[src/sv/rdq_pkg.sv]
// ----------------------------------------------------------------------------
// rdq_pkg: shared types and constants for the restricted deque
// Operation codes, response status codes and the token that walks the cells.
// ----------------------------------------------------------------------------
package rdq_pkg;

   localparam int RDQ_DEPTH = 8;
   localparam int DATA_W    = 32;

   typedef enum logic [2:0] {
      OP_PUSH_REAR  = 3'd0,
      OP_POP_FRONT  = 3'd1,
      OP_PUSH_FRONT = 3'd2,
      OP_POP_REAR   = 3'd3,
      OP_SEARCH     = 3'd4
   } opcode_type;

   typedef enum logic [1:0] {
      ST_OK      = 2'd0,
      ST_FULL    = 2'd1,
      ST_EMPTY   = 2'd2,
      ST_BLOCKED = 2'd3
   } status_type;

   typedef enum logic [1:0] {
      TOK_NONE   = 2'd0,
      TOK_WRITE  = 2'd1,
      TOK_READ   = 2'd2,
      TOK_SEARCH = 2'd3
   } tok_kind_type;

   // travels one cell per cycle unless the row stalls; value is the write
   // data, the read result or the search key depending on kind
   typedef struct packed {
      logic                valid;
      tok_kind_type        kind;
      logic [DATA_W-1:0]   value;
      logic                hit;
   } token_type;

endpackage

[src/sv/rdq_ifs.sv]
// ----------------------------------------------------------------------------
// rdq_ifs: request and response channels of the restricted deque
// Valid/ready channels; a beat moves when valid and ready are both high.
// ----------------------------------------------------------------------------
interface rdq_req_if;
   logic               valid;
   logic               ready;
   logic [2:0]         opcode;
   logic signed [31:0] value;

   modport source (output valid, output opcode, output value, input ready);
   modport sink   (input valid, input opcode, input value, output ready);
endinterface

interface rdq_rsp_if;
   logic               valid;
   logic               ready;
   logic [1:0]         status;
   logic signed [31:0] data;
   logic               found;
   logic               is_full;
   logic               is_empty;

   modport source (output valid, output status, output data, output found,
                   output is_full, output is_empty, input ready);
   modport sink   (input valid, input status, input data, input found,
                   input is_full, input is_empty, output ready);
endinterface

[src/sv/rdq_cell.sv]
// ----------------------------------------------------------------------------
// rdq_cell: one slot of the deque
// Holds one entry and passes the token on to its neighbor, writing, reading
// or comparing against the entry on the way.
// ----------------------------------------------------------------------------
module rdq_cell
   import rdq_pkg::*;
#(
   parameter int DEPTH    = RDQ_DEPTH,
   parameter int CELL_IDX = 0,
   localparam int IW      = $clog2(DEPTH),
   localparam int CW      = $clog2(DEPTH + 1)
) (
   input  logic            clock,
   input  logic            reset,
   input  logic            advance,
   input  token_type       tok_i,
   input  logic [IW-1:0]   tgt_i,
   input  logic [CW-1:0]   lo_i,
   input  logic [CW-1:0]   hi_i,
   output token_type       tok_o,
   output logic [IW-1:0]   tgt_o,
   output logic [CW-1:0]   lo_o,
   output logic [CW-1:0]   hi_o
);

   localparam logic [IW-1:0] MY_IDX  = IW'(CELL_IDX);
   localparam logic [CW-1:0] MY_SLOT = CW'(CELL_IDX);

   logic [DATA_W-1:0] entry_ff;
   token_type         tok_ff, tok_in;
   logic [IW-1:0]     tgt_ff;
   logic [CW-1:0]     lo_ff, hi_ff;
   logic              is_tgt, is_live;

   assign is_tgt  = tok_i.valid && (tgt_i == MY_IDX);
   assign is_live = (MY_SLOT >= lo_i) && (MY_SLOT < hi_i);

   always_comb begin
      tok_in = tok_i;
      if (is_tgt && tok_i.kind == TOK_READ) begin
         tok_in.value = entry_ff;
      end
      if (tok_i.valid && tok_i.kind == TOK_SEARCH && is_live
          && entry_ff == tok_i.value) begin
         tok_in.hit = 1'b1;
      end
   end

   always_ff @(posedge clock) begin
      if (advance && is_tgt && tok_i.kind == TOK_WRITE) begin
         entry_ff <= tok_i.value;
      end
      if (advance) begin
         tok_ff.kind  <= tok_in.kind;
         tok_ff.value <= tok_in.value;
         tok_ff.hit   <= tok_in.hit;
         tgt_ff       <= tgt_i;
         lo_ff        <= lo_i;
         hi_ff        <= hi_i;
      end
      if (reset) begin
         tok_ff.valid <= 1'b0;
      end else if (advance) begin
         tok_ff.valid <= tok_in.valid;
      end
   end

   assign tok_o = tok_ff;
   assign tgt_o = tgt_ff;
   assign lo_o  = lo_ff;
   assign hi_o  = hi_ff;

endmodule

[src/sv/restricted_deque_with_search_top.sv]
// ----------------------------------------------------------------------------
// restricted_deque_with_search_top: non-wrapping deque with key search
// Pointers live here; entries live in a row of cells that a token walks.
// ----------------------------------------------------------------------------
// Path: the token crosses the cell registers one by one, then the response
//   register loads; the token stalls at the end of the row while a response waits unread.
// Requests: a new beat is taken only once the response has loaded; the row carries one token.
// Reset: pointers to empty, restrict mode to 0, no beat pending; entry
//   contents are left as they are.
// ----------------------------------------------------------------------------
module restricted_deque_with_search_top
   import rdq_pkg::*;
#(
   parameter int DEPTH = RDQ_DEPTH,
   localparam int IW   = $clog2(DEPTH),
   localparam int CW   = $clog2(DEPTH + 1)
) (
   input  logic        clock,
   input  logic        reset,
   input  logic        csr_wr_en,
   input  logic        csr_wr_data,
   rdq_req_if.sink     req_bus,
   rdq_rsp_if.source   rsp_bus
);

   localparam logic [CW-1:0] FULL_POS = CW'(DEPTH);

   // front_ff is the slot of the front entry; rear_ff is one past the slot of the rear entry
   logic [CW-1:0] front_ff, front_in, rear_ff, rear_in;
   logic          mode_ff, busy_ff, busy_in;
   logic          accept, advance, load_rsp;

   status_type    st_in, pend_status_ff;
   logic          pend_full_ff, pend_empty_ff;
   tok_kind_type  kind_in;
   logic [CW-1:0] tgt_pos;

   token_type     tok  [0:DEPTH];
   logic [IW-1:0] tgt  [0:DEPTH];
   logic [CW-1:0] lo   [0:DEPTH];
   logic [CW-1:0] hi   [0:DEPTH];
   logic [DEPTH:0] chain_valid;

   logic               rsp_valid_ff, rsp_valid_in;
   status_type         rsp_status_ff;
   logic [DATA_W-1:0]  rsp_data_ff;
   logic               rsp_found_ff, rsp_full_ff, rsp_empty_ff;

   assign req_bus.ready = !busy_ff;
   assign accept        = req_bus.valid && !busy_ff;
   assign advance       = !(tok[DEPTH].valid && rsp_valid_ff && !rsp_bus.ready);
   assign load_rsp      = tok[DEPTH].valid && advance;

   always_comb begin
      front_in = front_ff;
      rear_in  = rear_ff;
      st_in    = ST_OK;
      kind_in  = TOK_NONE;
      tgt_pos  = rear_ff;
      unique case (opcode_type'(req_bus.opcode))
         OP_PUSH_REAR: begin
            if (rear_ff == FULL_POS) begin
               st_in = ST_FULL;
            end else begin
               kind_in = TOK_WRITE;
               tgt_pos = rear_ff;
               rear_in = rear_ff + 1'b1;
            end
         end
         OP_POP_FRONT: begin
            if (front_ff == rear_ff) begin
               st_in = ST_EMPTY;
            end else begin
               kind_in  = TOK_READ;
               tgt_pos  = front_ff;
               front_in = front_ff + 1'b1;
            end
         end
         OP_PUSH_FRONT: begin
            if (mode_ff) begin
               st_in = ST_BLOCKED;
            end else if (front_ff == '0) begin
               st_in = ST_FULL;
            end else begin
               kind_in  = TOK_WRITE;
               tgt_pos  = front_ff - 1'b1;
               front_in = front_ff - 1'b1;
            end
         end
         OP_POP_REAR: begin
            if (!mode_ff) begin
               st_in = ST_BLOCKED;
            end else if (front_ff == rear_ff) begin
               st_in = ST_EMPTY;
            end else begin
               kind_in = TOK_READ;
               tgt_pos = rear_ff - 1'b1;
               rear_in = rear_ff - 1'b1;
            end
         end
         OP_SEARCH: begin
            kind_in = TOK_SEARCH;
         end
         default: begin
            st_in = ST_BLOCKED;
         end
      endcase
   end

   // token enters cell 0 in the cycle of the request beat
   assign tok[0].valid = accept;
   assign tok[0].kind  = kind_in;
   assign tok[0].value = $unsigned(req_bus.value);
   assign tok[0].hit   = 1'b0;
   assign tgt[0]       = tgt_pos[IW-1:0];
   assign lo[0]        = front_ff;
   assign hi[0]        = rear_ff;

   for (genvar g = 0; g < DEPTH; g++) begin : g_cell
      rdq_cell #(
         .DEPTH    (DEPTH),
         .CELL_IDX (g)
      ) u_cell (
         .clock   (clock),
         .reset   (reset),
         .advance (advance),
         .tok_i   (tok[g]),
         .tgt_i   (tgt[g]),
         .lo_i    (lo[g]),
         .hi_i    (hi[g]),
         .tok_o   (tok[g+1]),
         .tgt_o   (tgt[g+1]),
         .lo_o    (lo[g+1]),
         .hi_o    (hi[g+1])
      );
   end

   for (genvar g = 0; g <= DEPTH; g++) begin : g_vld
      assign chain_valid[g] = tok[g].valid;
   end

   assign busy_in      = accept ? 1'b1 : (load_rsp ? 1'b0 : busy_ff);
   assign rsp_valid_in = load_rsp || (rsp_valid_ff && !rsp_bus.ready);

   always_ff @(posedge clock) begin
      if (reset) begin
         front_ff     <= '0;
         rear_ff      <= '0;
         mode_ff      <= 1'b0;
         busy_ff      <= 1'b0;
         rsp_valid_ff <= 1'b0;
      end else begin
         if (csr_wr_en) begin
            mode_ff <= csr_wr_data;
         end
         if (accept) begin
            front_ff <= front_in;
            rear_ff  <= rear_in;
         end
         busy_ff      <= busy_in;
         rsp_valid_ff <= rsp_valid_in;
      end
   end

   always_ff @(posedge clock) begin
      if (accept) begin
         pend_status_ff <= st_in;
         pend_full_ff   <= (rear_in == FULL_POS);
         pend_empty_ff  <= (front_in == rear_in);
      end
      if (load_rsp) begin
         rsp_status_ff <= pend_status_ff;
         rsp_data_ff   <= (tok[DEPTH].kind == TOK_READ) ? tok[DEPTH].value : '0;
         rsp_found_ff  <= (tok[DEPTH].kind == TOK_SEARCH) && tok[DEPTH].hit;
         rsp_full_ff   <= pend_full_ff;
         rsp_empty_ff  <= pend_empty_ff;
      end
   end

   assign rsp_bus.valid    = rsp_valid_ff;
   assign rsp_bus.status   = rsp_status_ff;
   assign rsp_bus.data     = $signed(rsp_data_ff);
   assign rsp_bus.found    = rsp_found_ff;
   assign rsp_bus.is_full  = rsp_full_ff;
   assign rsp_bus.is_empty = rsp_empty_ff;

   // one token in the cell row at most
   a_one_token: assert property (@(posedge clock) disable iff (reset)
      $onehot0(chain_valid))
      else $error("more than one token in the cell row");

   a_token_busy: assert property (@(posedge clock) disable iff (reset)
      tok[DEPTH].valid |-> busy_ff)
      else $error("token leaves the row while no request is pending");

   a_ptr_order: assert property (@(posedge clock) disable iff (reset)
      (front_ff <= rear_ff) && (rear_ff <= FULL_POS))
      else $error("front/rear pointers out of order");

   a_no_overlap: assert property (@(posedge clock) disable iff (reset)
      accept |=> !req_bus.ready)
      else $error("request accepted while previous beat still in flight");

endmodule
[src/flat_wrapper.sv]
// flat-port wrapper written by rule: the top's interface ports become plain ports
module restricted_deque_with_search_top_flat import rdq_pkg::*;
#(
   parameter int DEPTH = RDQ_DEPTH,
   localparam int IW   = $clog2(DEPTH),
   localparam int CW   = $clog2(DEPTH + 1)
)
  (clock, reset, csr_wr_en, csr_wr_data, req_bus_valid, req_bus_opcode, req_bus_value, req_bus_ready, rsp_bus_valid, rsp_bus_status, rsp_bus_data, rsp_bus_found, rsp_bus_is_full, rsp_bus_is_empty, rsp_bus_ready);
  rdq_req_if req_bus_i ();
  rdq_rsp_if rsp_bus_i ();
  input  logic clock;
  input  logic reset;
  input  logic csr_wr_en;
  input  logic csr_wr_data;
  input wire logic [$bits(req_bus_i.valid)-1:0] req_bus_valid;
  input wire logic [$bits(req_bus_i.opcode)-1:0] req_bus_opcode;
  input wire logic [$bits(req_bus_i.value)-1:0] req_bus_value;
  output wire logic [$bits(req_bus_i.ready)-1:0] req_bus_ready;
  output wire logic [$bits(rsp_bus_i.valid)-1:0] rsp_bus_valid;
  output wire logic [$bits(rsp_bus_i.status)-1:0] rsp_bus_status;
  output wire logic [$bits(rsp_bus_i.data)-1:0] rsp_bus_data;
  output wire logic [$bits(rsp_bus_i.found)-1:0] rsp_bus_found;
  output wire logic [$bits(rsp_bus_i.is_full)-1:0] rsp_bus_is_full;
  output wire logic [$bits(rsp_bus_i.is_empty)-1:0] rsp_bus_is_empty;
  input wire logic [$bits(rsp_bus_i.ready)-1:0] rsp_bus_ready;
  assign req_bus_i.valid = req_bus_valid;
  assign req_bus_i.opcode = req_bus_opcode;
  assign req_bus_i.value = req_bus_value;
  assign req_bus_ready = req_bus_i.ready;
  assign rsp_bus_valid = rsp_bus_i.valid;
  assign rsp_bus_status = rsp_bus_i.status;
  assign rsp_bus_data = rsp_bus_i.data;
  assign rsp_bus_found = rsp_bus_i.found;
  assign rsp_bus_is_full = rsp_bus_i.is_full;
  assign rsp_bus_is_empty = rsp_bus_i.is_empty;
  assign rsp_bus_i.ready = rsp_bus_ready;
  restricted_deque_with_search_top #(.DEPTH(DEPTH)) u_core (.clock(clock), .reset(reset), .csr_wr_en(csr_wr_en), .csr_wr_data(csr_wr_data), .req_bus(req_bus_i), .rsp_bus(rsp_bus_i));
endmodule
[config.mk]
export PLATFORM = sky130hd
export DESIGN_NAME = restricted_deque_with_search_top_flat
export DESIGN_NICKNAME = d
export VERILOG_FILES = /design/src/sv/rdq_pkg.sv /design/src/sv/rdq_ifs.sv /design/src/sv/rdq_cell.sv /design/src/sv/restricted_deque_with_search_top.sv /design/src/flat_wrapper.sv
export SDC_FILE = /design/constraint.sdc
export NUM_CORES = 1
export LEC_CHECK = 0
export BUFFER_PORTS_ARGS = -buffer_cell sky130_fd_sc_hd__buf_2
export CELL_PAD_IN_SITES_DETAIL_PLACEMENT = 1
export CELL_PAD_IN_SITES_GLOBAL_PLACEMENT = 1
export CORE_ASPECT_RATIO = 0.8
export CORE_MARGIN = 5
export CORE_UTILIZATION = 45
export DETAILED_ROUTE_END_ITERATION = 10
export GPL_ROUTABILITY_DRIVEN = 0
export GPL_TIMING_DRIVEN = 0
export PLACE_DENSITY = 0.71
export SETUP_SLACK_MARGIN = 0.3
export SYNTH_ARGS = -nofsm -noshare
export SYNTH_HDL_FRONTEND = slang
export SYNTH_SLANG_ARGS = --single-unit
[constraint.sdc]
create_clock -name clock -period 38.7 [get_ports clock]
set_input_delay 1.935 -clock clock [delete_from_list [all_inputs] [get_ports clock]]
set_output_delay 1.935 -clock clock [all_outputs]
set_load 0.01 [all_outputs]
Yosys cells after proc, flatten, opt, wreduce, memory -nomap -nowiden
Index checks and enable logic that the tools add are counted.
{"block": "op_classes", "addsub": 4, "mul": 0, "div": 0, "n_lt_le_gt_ge": 16, "n_eq_ne": 49, "n_shift": 0, "muxes": 35, "bitwise_logic": 0, "n_reduce_logical": 78}
{"operator": "32-bit == test", "n": 8}
{"operator": "32-bit 2-to-1 mux", "n": 8}
{"operator": "1-bit logical AND", "n": 70}
{"operator": "2-bit == test, second input constant", "n": 18}
{"operator": "4-bit 2-to-1 mux", "n": 6}
{"operator": "2-bit case mux with 5 select lines", "n": 2}
{"operator": "2-bit by 1-bit == test with 1-bit output, second input constant", "n": 8}
{"operator": "3-bit by 4-bit >= comparator with 1-bit output, first input constant", "n": 4}
{"operator": "3-bit by 4-bit less-than comparator with 1-bit output, first input constant", "n": 4}
{"operator": "4-bit case mux with 2 select lines", "n": 2}
{"operator": "3-bit == test, second input constant", "n": 5}
{"operator": "3-bit by 2-bit == test with 1-bit output, second input constant", "n": 4}
{"operator": "2-bit 2-to-1 mux", "n": 6}
{"operator": "3-bit 2-to-1 mux", "n": 3}
{"operator": "3-bit case mux with 3 select lines", "n": 1}
{"operator": "4-bit by 1-bit adder with 4-bit output, second input constant", "n": 2}
{"operator": "4-bit == test", "n": 2}
{"operator": "4-bit == test, second input constant", "n": 2}
{"operator": "1-bit by 4-bit >= comparator with 1-bit output, first input constant", "n": 2}
{"operator": "2-bit by 4-bit >= comparator with 1-bit output, first input constant", "n": 2}
{"operator": "1-bit by 4-bit less-than comparator with 1-bit output, first input constant", "n": 2}
{"operator": "2-bit by 4-bit less-than comparator with 1-bit output, first input constant", "n": 2}
{"operator": "4-bit by 1-bit subtractor with 4-bit output, second input constant", "n": 2}
{"operator": "1-bit 2-to-1 mux", "n": 7}
{"operator": "6 further kinds", "n": 10}
{"block": "word_totals", "register_bits": 673, "latchBits": 0, "ram_bits": 0, "mem_bits_ro": 0, "inputBits": 41, "output_inout_bits": 39, "word_cells": 256, "mem_count": 0}

Depth between registers and ports, before layout
{"block": "logic_depth", "word_depth": 9, "mapped_depth": 10, "ltp_nobuf": 8}

Hierarchy
From an unflattened synthesis, not the netlist that was laid out.
{"block": "unflattened", "hier_cells": 1585, "area_unflattened_um2": 28964.0}
{"module": "rdq_cell at u_core.g_cell[0].u_cell", "instances": 1, "cells_each": 165, "area_each_um2": 3304.4, "seq_area_each_um2": 2362.3}
{"module": "rdq_cell at u_core.g_cell[6].u_cell", "instances": 1, "cells_each": 167, "area_each_um2": 3301.9, "seq_area_each_um2": 2362.3}
{"module": "rdq_cell at u_core.g_cell[4].u_cell", "instances": 1, "cells_each": 167, "area_each_um2": 3298.2, "seq_area_each_um2": 2362.3}
{"module": "rdq_cell at u_core.g_cell[2].u_cell", "instances": 1, "cells_each": 166, "area_each_um2": 3295.7, "seq_area_each_um2": 2362.3}
{"module": "rdq_cell at u_core.g_cell[1].u_cell", "instances": 1, "cells_each": 165, "area_each_um2": 3289.4, "seq_area_each_um2": 2362.3}
{"module": "rdq_cell at u_core.g_cell[3].u_cell", "instances": 1, "cells_each": 166, "area_each_um2": 3288.2, "seq_area_each_um2": 2362.3}
{"module": "rdq_cell at u_core.g_cell[7].u_cell", "instances": 1, "cells_each": 166, "area_each_um2": 3280.6, "seq_area_each_um2": 2362.3}
{"module": "rdq_cell at u_core.g_cell[5].u_cell", "instances": 1, "cells_each": 166, "area_each_um2": 3180.6, "seq_area_each_um2": 2362.3}
{"module": "restricted_deque_with_search_top", "instances": 1, "cells_each": 257, "area_each_um2": 2725.1, "seq_area_each_um2": 1451.4}

Least setup slack after synthesis
Ideal clock, no wire load.
{"block": "synth_timing", "path_kind": "input to register", "from": "input port rsp_bus_ready", "to": "register u_core.g_cell[1].u_cell.entry_ff[0] (enable)", "setup_ns": 0.393, "t_arrival_ns": 13.933, "required_ns": 38.307, "setup_slack_ns": 24.373, "stages": 5, "n_path_buf": 1, "cell_sequence": "nor2b_1 > and2_0 > inv_1 > clkbuf_1 > and4b_1"}
{"block": "synth_between", "elab_chain_len": 5}
{"element": "from (decl)", "line_no": "flat_wrapper.sv:25", "text": "input wire logic [$bits(rsp_bus_i.ready)-1:0] rsp_bus_ready;"}
{"element": "1-bit logical NOT", "line_no": "restricted_deque_with_search_top.sv:51", "text": "assign advance = !(tok[DEPTH].valid && rsp_valid_ff && !rsp_bus.ready);"}
{"element": "1-bit logical AND", "line_no": "restricted_deque_with_search_top.sv:51"}
{"element": "1-bit logical NOT", "line_no": "restricted_deque_with_search_top.sv:51"}
{"element": "1-bit logical AND (2 in series)", "line_no": "rdq_cell.sv:51", "text": "if (advance && is_tgt && tok_i.kind == TOK_WRITE) begin"}
{"element": "to (signal assigned)", "line_no": "rdq_cell.sv:52", "text": "entry_ff <= tok_i.value;"}
{"element": "to (decl)", "line_no": "rdq_cell.sv:30", "text": "logic [DATA_W-1:0] entry_ff;"}
No other way between the ends.
A chain may end at the register's enable or synchronous reset.

Final worst setup path
{"block": "layout_timing", "from": "input port req_bus_opcode[0]", "to": "register u_core.g_cell[0].u_cell.entry_ff[20] (enable)"}
{"block": "layout_between", "elab_chain_len": 6, "elab_cells_between_ends": 12, "classes_between": "eq/ne (5); mux (2); reduce/logical (5)"}
{"element": "from (decl)", "line_no": "flat_wrapper.sv:16", "text": "input wire logic [$bits(req_bus_i.opcode)-1:0] req_bus_opcode;"}
{"element": "3-bit by 2-bit == test with 1-bit output / 3-bit by 1-bit == test with 1-bit output (equally long branches)", "line_no": "restricted_deque_with_search_top.sv:60", "text": "unique case (opcode_type'(req_bus.opcode))"}
{"element": "3-bit case mux with 3 select lines", "line_no": "restricted_deque_with_search_top.sv:60"}
{"element": "3-bit logical NOT", "line_no": "rdq_cell.sv:36", "text": "assign is_tgt = tok_i.valid && (tgt_i == MY_IDX);"}
{"element": "1-bit logical AND", "line_no": "rdq_cell.sv:36"}
{"element": "1-bit logical AND", "line_no": "rdq_cell.sv:51"}
{"element": "1-bit logical AND *", "line_no": "rdq_cell.sv:51"}
{"element": "to (signal assigned)", "line_no": "rdq_cell.sv:52"}
{"element": "to (decl)", "line_no": "rdq_cell.sv:30"}
Mark *: on every way between the ends. The rest lies on a longest branch, timed or not.

==> metrics.md <==
| Metric | Value |
|---|---|
| Aggregate global-route resource usage | 0.176 |
| Placed cells | 2,526 |
| P_sw | 0.316 mW |
| Placed cell areas | 29,400 um2 |
| P&R area growth vs syn | 14.4% |
| Die width | 287 um |
| Mapped Avg Cell Area | 17.3 um2 |
| Post-Syn Nets | 1,636 |
| Mapped Area | 27,600 um2 |
| Post-route ant nets | 0 |
| Final setup TNS | 0 ns |
| # rows | 81 |
| Diodes inserted | 0 |
| CP cell instances | buf_2 -> buf_2 -> nor4b_2 -> nand2_1 -> a311oi_2 -> nand3_1 -> nor4_2 -> buf_4 -> buf_4 -> buf_4 |
| Fin. Hold Viols | 0 |
| Clock network power share | 0.420 |
| Cell area after layout | 31,600 um2 |
| TritonRoute pass-1 iters | 5 |
| DRC | 0 |
| Num CTS Buffers | 69 |
| Synth Register Bits | 667 |
| Depth of the CTS H-tree | 3 |
| Max-slew headroom | 0.170 |
| Leakage | 10.8 nW |
| Synth Warn # | 0 |
| Port bufs | 78 |
| Setup Skew | 0.0368 ns |
| Die area | 66,400 um2 |
| Starting Density | 0.453 |
| Logic pwr share | 0.037 |
| Clk_lat worst skew | 0.60 ns |
| CTS max path bufs | 3 |
| Final Util | 0.518 |
| EDFF count, synth | 648 |
| RSZ-0062 raised after global routing | false |
| CP dominant cell by count | buf_4 |
| Worst vdd ir | 37.4 uV |
| Crit path time final | 4.43 ns |
| Mapped Cells | 1,591 |
| Die height | 231 um |
| Via Count | 14,000 |
| Outcome | finished clean |
| Post-CTS Resized | 0 |
| First-pass GRT wire length | 90,500 um |
| CTS tree | done |
| Crit path launch type | input port |
| WP buf/inv | 5 |
| I/O Pins | 80 |
| Crit path DAT | 4.74 ns |
| Place WS | 33.64 ns |
| Pin count of the biggest net entering global routing | 66 |
| FFs w/ async S/R, synth | 0 |
| Core Region | 60,900 um2 |
| Post-synthesis sequential area ratio | 0.719 |
| CP Class | in -> reg |
| Critical Path Fanout Max | 10 |
| Maximum clock frequency | 226 MHz |
| Internal power | 1.22 mW |
| Worst hold path class | reg -> reg |
| Number of global-route vias before repair | 15,100 |
| Power per cell area | 48.8 nW/um2 |
| Sequential power share | 0.543 |
| Most frequent cells in the layout | edfxtp_1 (648), mux2_2 (226), xnor2_1 (196) |
| DR WL/cell | 22.2 um |
| Fin worst setup slack | 34.27 ns |
| Fin. max-slew vios | 0 |
| Fin cells | 2,645 |
| Post-DR vias/cell | 5.27 |
| Dpl hpwl | 41,200 um |
| Fin crit share | 0.115 |
| Post-CTS Setup Bufs | 0 |
| Clk sink count | 667 |
| CTS root buffer | clkbuf_16 |
| Initial DRC Count | 920 |
| Most common cell after layout, fill and taps aside | edfxtp_1 |
| Ys flop type | edfxtp_1 |
| Critical path's top delay family | simple AND/OR/NAND/NOR gates |
| Max_cap viols | 0 |
| Critical path's slowest cell | nor4_2 |
| Worst-Margin Slew | 1.24 ns |
| Layout cell share with drive strength beyond 1 | 0.267 |
| Yosys cell types | 63 |
| CP endpoint kind | flop |
| Initial antenna violation count | 0 |
| Reg clk slew, reported paths | 0.06 ns |
| Switching Fraction | 0.205 |
| Nets | 1,812 |
| Hold_buf cts | 0 |
| GRT overflow | 0 |
| Crit path required time | 39.00 ns |
| WL final | 58,600 um |
| Slowest stage delay, CP | 0.59 ns |
| Final setup fails | 0 |
[sequential cells by signal (all words and copies together) (netlist names), 2 cells and up]
signal                         cells
u_core.g_cell.u_cell.lo_o         25
u_core.front_ff                    4
u_core.g_cell.u_cell.entry_ff    256
u_core.g_cell.u_cell.tgt_o        21
u_core.rsp_bus.status              2
u_core.rear_ff                     4
u_core.pend_status_ff              2
u_core.g_cell.u_cell.tok_o       288
u_core.rsp_bus.data               32
u_core.g_cell.u_cell.hi_o         25
[stage by stage]
step           hold WS (ns)  total power, mW
3_5_place_dp          0.406            0.909
2_1_floorplan         0.400            0.883
6_report              0.417             1.54
3_3_place_gp          0.403            0.905
5_1_grt               0.426             1.60
4_1_cts               0.420             1.56
[area by class of cell]
class / instances / area (um2)
multi-input combinational: 866 / 7540
timing repair buffer: 105 / 718
clock inverter: 30 / 323
inverter: 14 / 52.6
tap: 830 / 1040
clock buffer: 89 / 1850
fill: 5663 / 29300
buffer: 44 / 208
sequential: 667 / 19800
[power groups by stage]
stage	combinational [mW]	clock, mW	sequential (mW)
2_1_floorplan	0.0396	0	0.843
3_3_place_gp	0.0555	0	0.849
3_5_place_dp	0.0575	0	0.851
4_1_cts	0.0583	0.665	0.836
5_1_grt	0.0623	0.700	0.838
6_report	0.0577	0.647	0.836
[path summary, 6_finish.rpt]
| path | from | endpoint | slack, ns | cells after the start |
|---|---|---|---|---|
| worst max-delay path | req_bus_opcode[0] | u_core.g_cell[0].u_cell.entry_ff[20] | 34.27 | 10 |
| worst min-delay path | u_core.g_cell[4].u_cell.hi_o[0] | u_core.g_cell[5].u_cell.hi_o[0] | 0.42 | 0 |
| worst max register to register | u_core.front_ff[1] | u_core.g_cell[0].u_cell.entry_ff[20] | 34.85 | 12 |
| worst min register to register | u_core.g_cell[4].u_cell.hi_o[0] | u_core.g_cell[5].u_cell.hi_o[0] | 0.42 | 0 |
[synth_stat cells (5+ instances only)]
| library cell | count | share of area |
|---|---|---|
| nor2_1 | 25 | 0.0034 |
| nand2b_1 | 5 | 0.0011 |
| clkbuf_1 | 29 | 0.0039 |
| inv_1 | 12 | 0.0016 |
| xor2_1 | 74 | 0.023 |
| nand4_1 | 52 | 0.012 |
| o21ai_0 | 7 | 0.0013 |
| a41o_1 | 6 | 0.0022 |
| mux2_2 | 226 | 0.092 |
| xnor2_1 | 196 | 0.062 |
| nand3_1 | 8 | 0.0015 |
| nor3b_1 | 6 | 0.0016 |
| mux2_4 | 30 | 0.016 |
| and2_1 | 34 | 0.0077 |
| nor4_1 | 27 | 0.0061 |
| edfxtp_1 | 648 | 0.71 |
| dfxtp_1 | 19 | 0.014 |
| nor2b_1 | 7 | 0.0016 |
| nor4b_1 | 5 | 0.0016 |
| nor3_1 | 17 | 0.0031 |
| a211oi_1 | 5 | 0.0014 |
| buf_2 | 6 | 0.0011 |
| a21oi_1 | 26 | 0.0047 |
| nand4b_1 | 9 | 0.0029 |
| nand2_1 | 40 | 0.0054 |
[layer usage]
metal | track usage | wire [um] | vias to the layer above
met3 | 0.0330 | 2310 | 65
met2 | 0.297 | 29000 | 242
met4 | 0.0377 | 918 | 0
met5 | 0 | 0 | -
li1 | - | - | 6448
met1 | 0.240 | 26400 | 7195
[cell families (layout without fill, tap and decap cells)]
| family | after synthesis | in the layout | synth area share |
|---|---|---|---|
| flip-flops | 667 | 667 | 0.719 |
| XOR/XNOR | 270 | 270 | 0.0857 |
| AND/OR/NAND/NOR | 261 | 261 | 0.0562 |
| multiplexers | 258 | 258 | 0.109 |
| AO/OA/AOI/OAI | 73 | 73 | 0.0186 |
| buffers and inverters | 58 | 282 | 0.00930 |
| adder cells (fa/ha/maj) | 4 | 4 | 0.00181 |
Power figures use the tool's default switching activity.
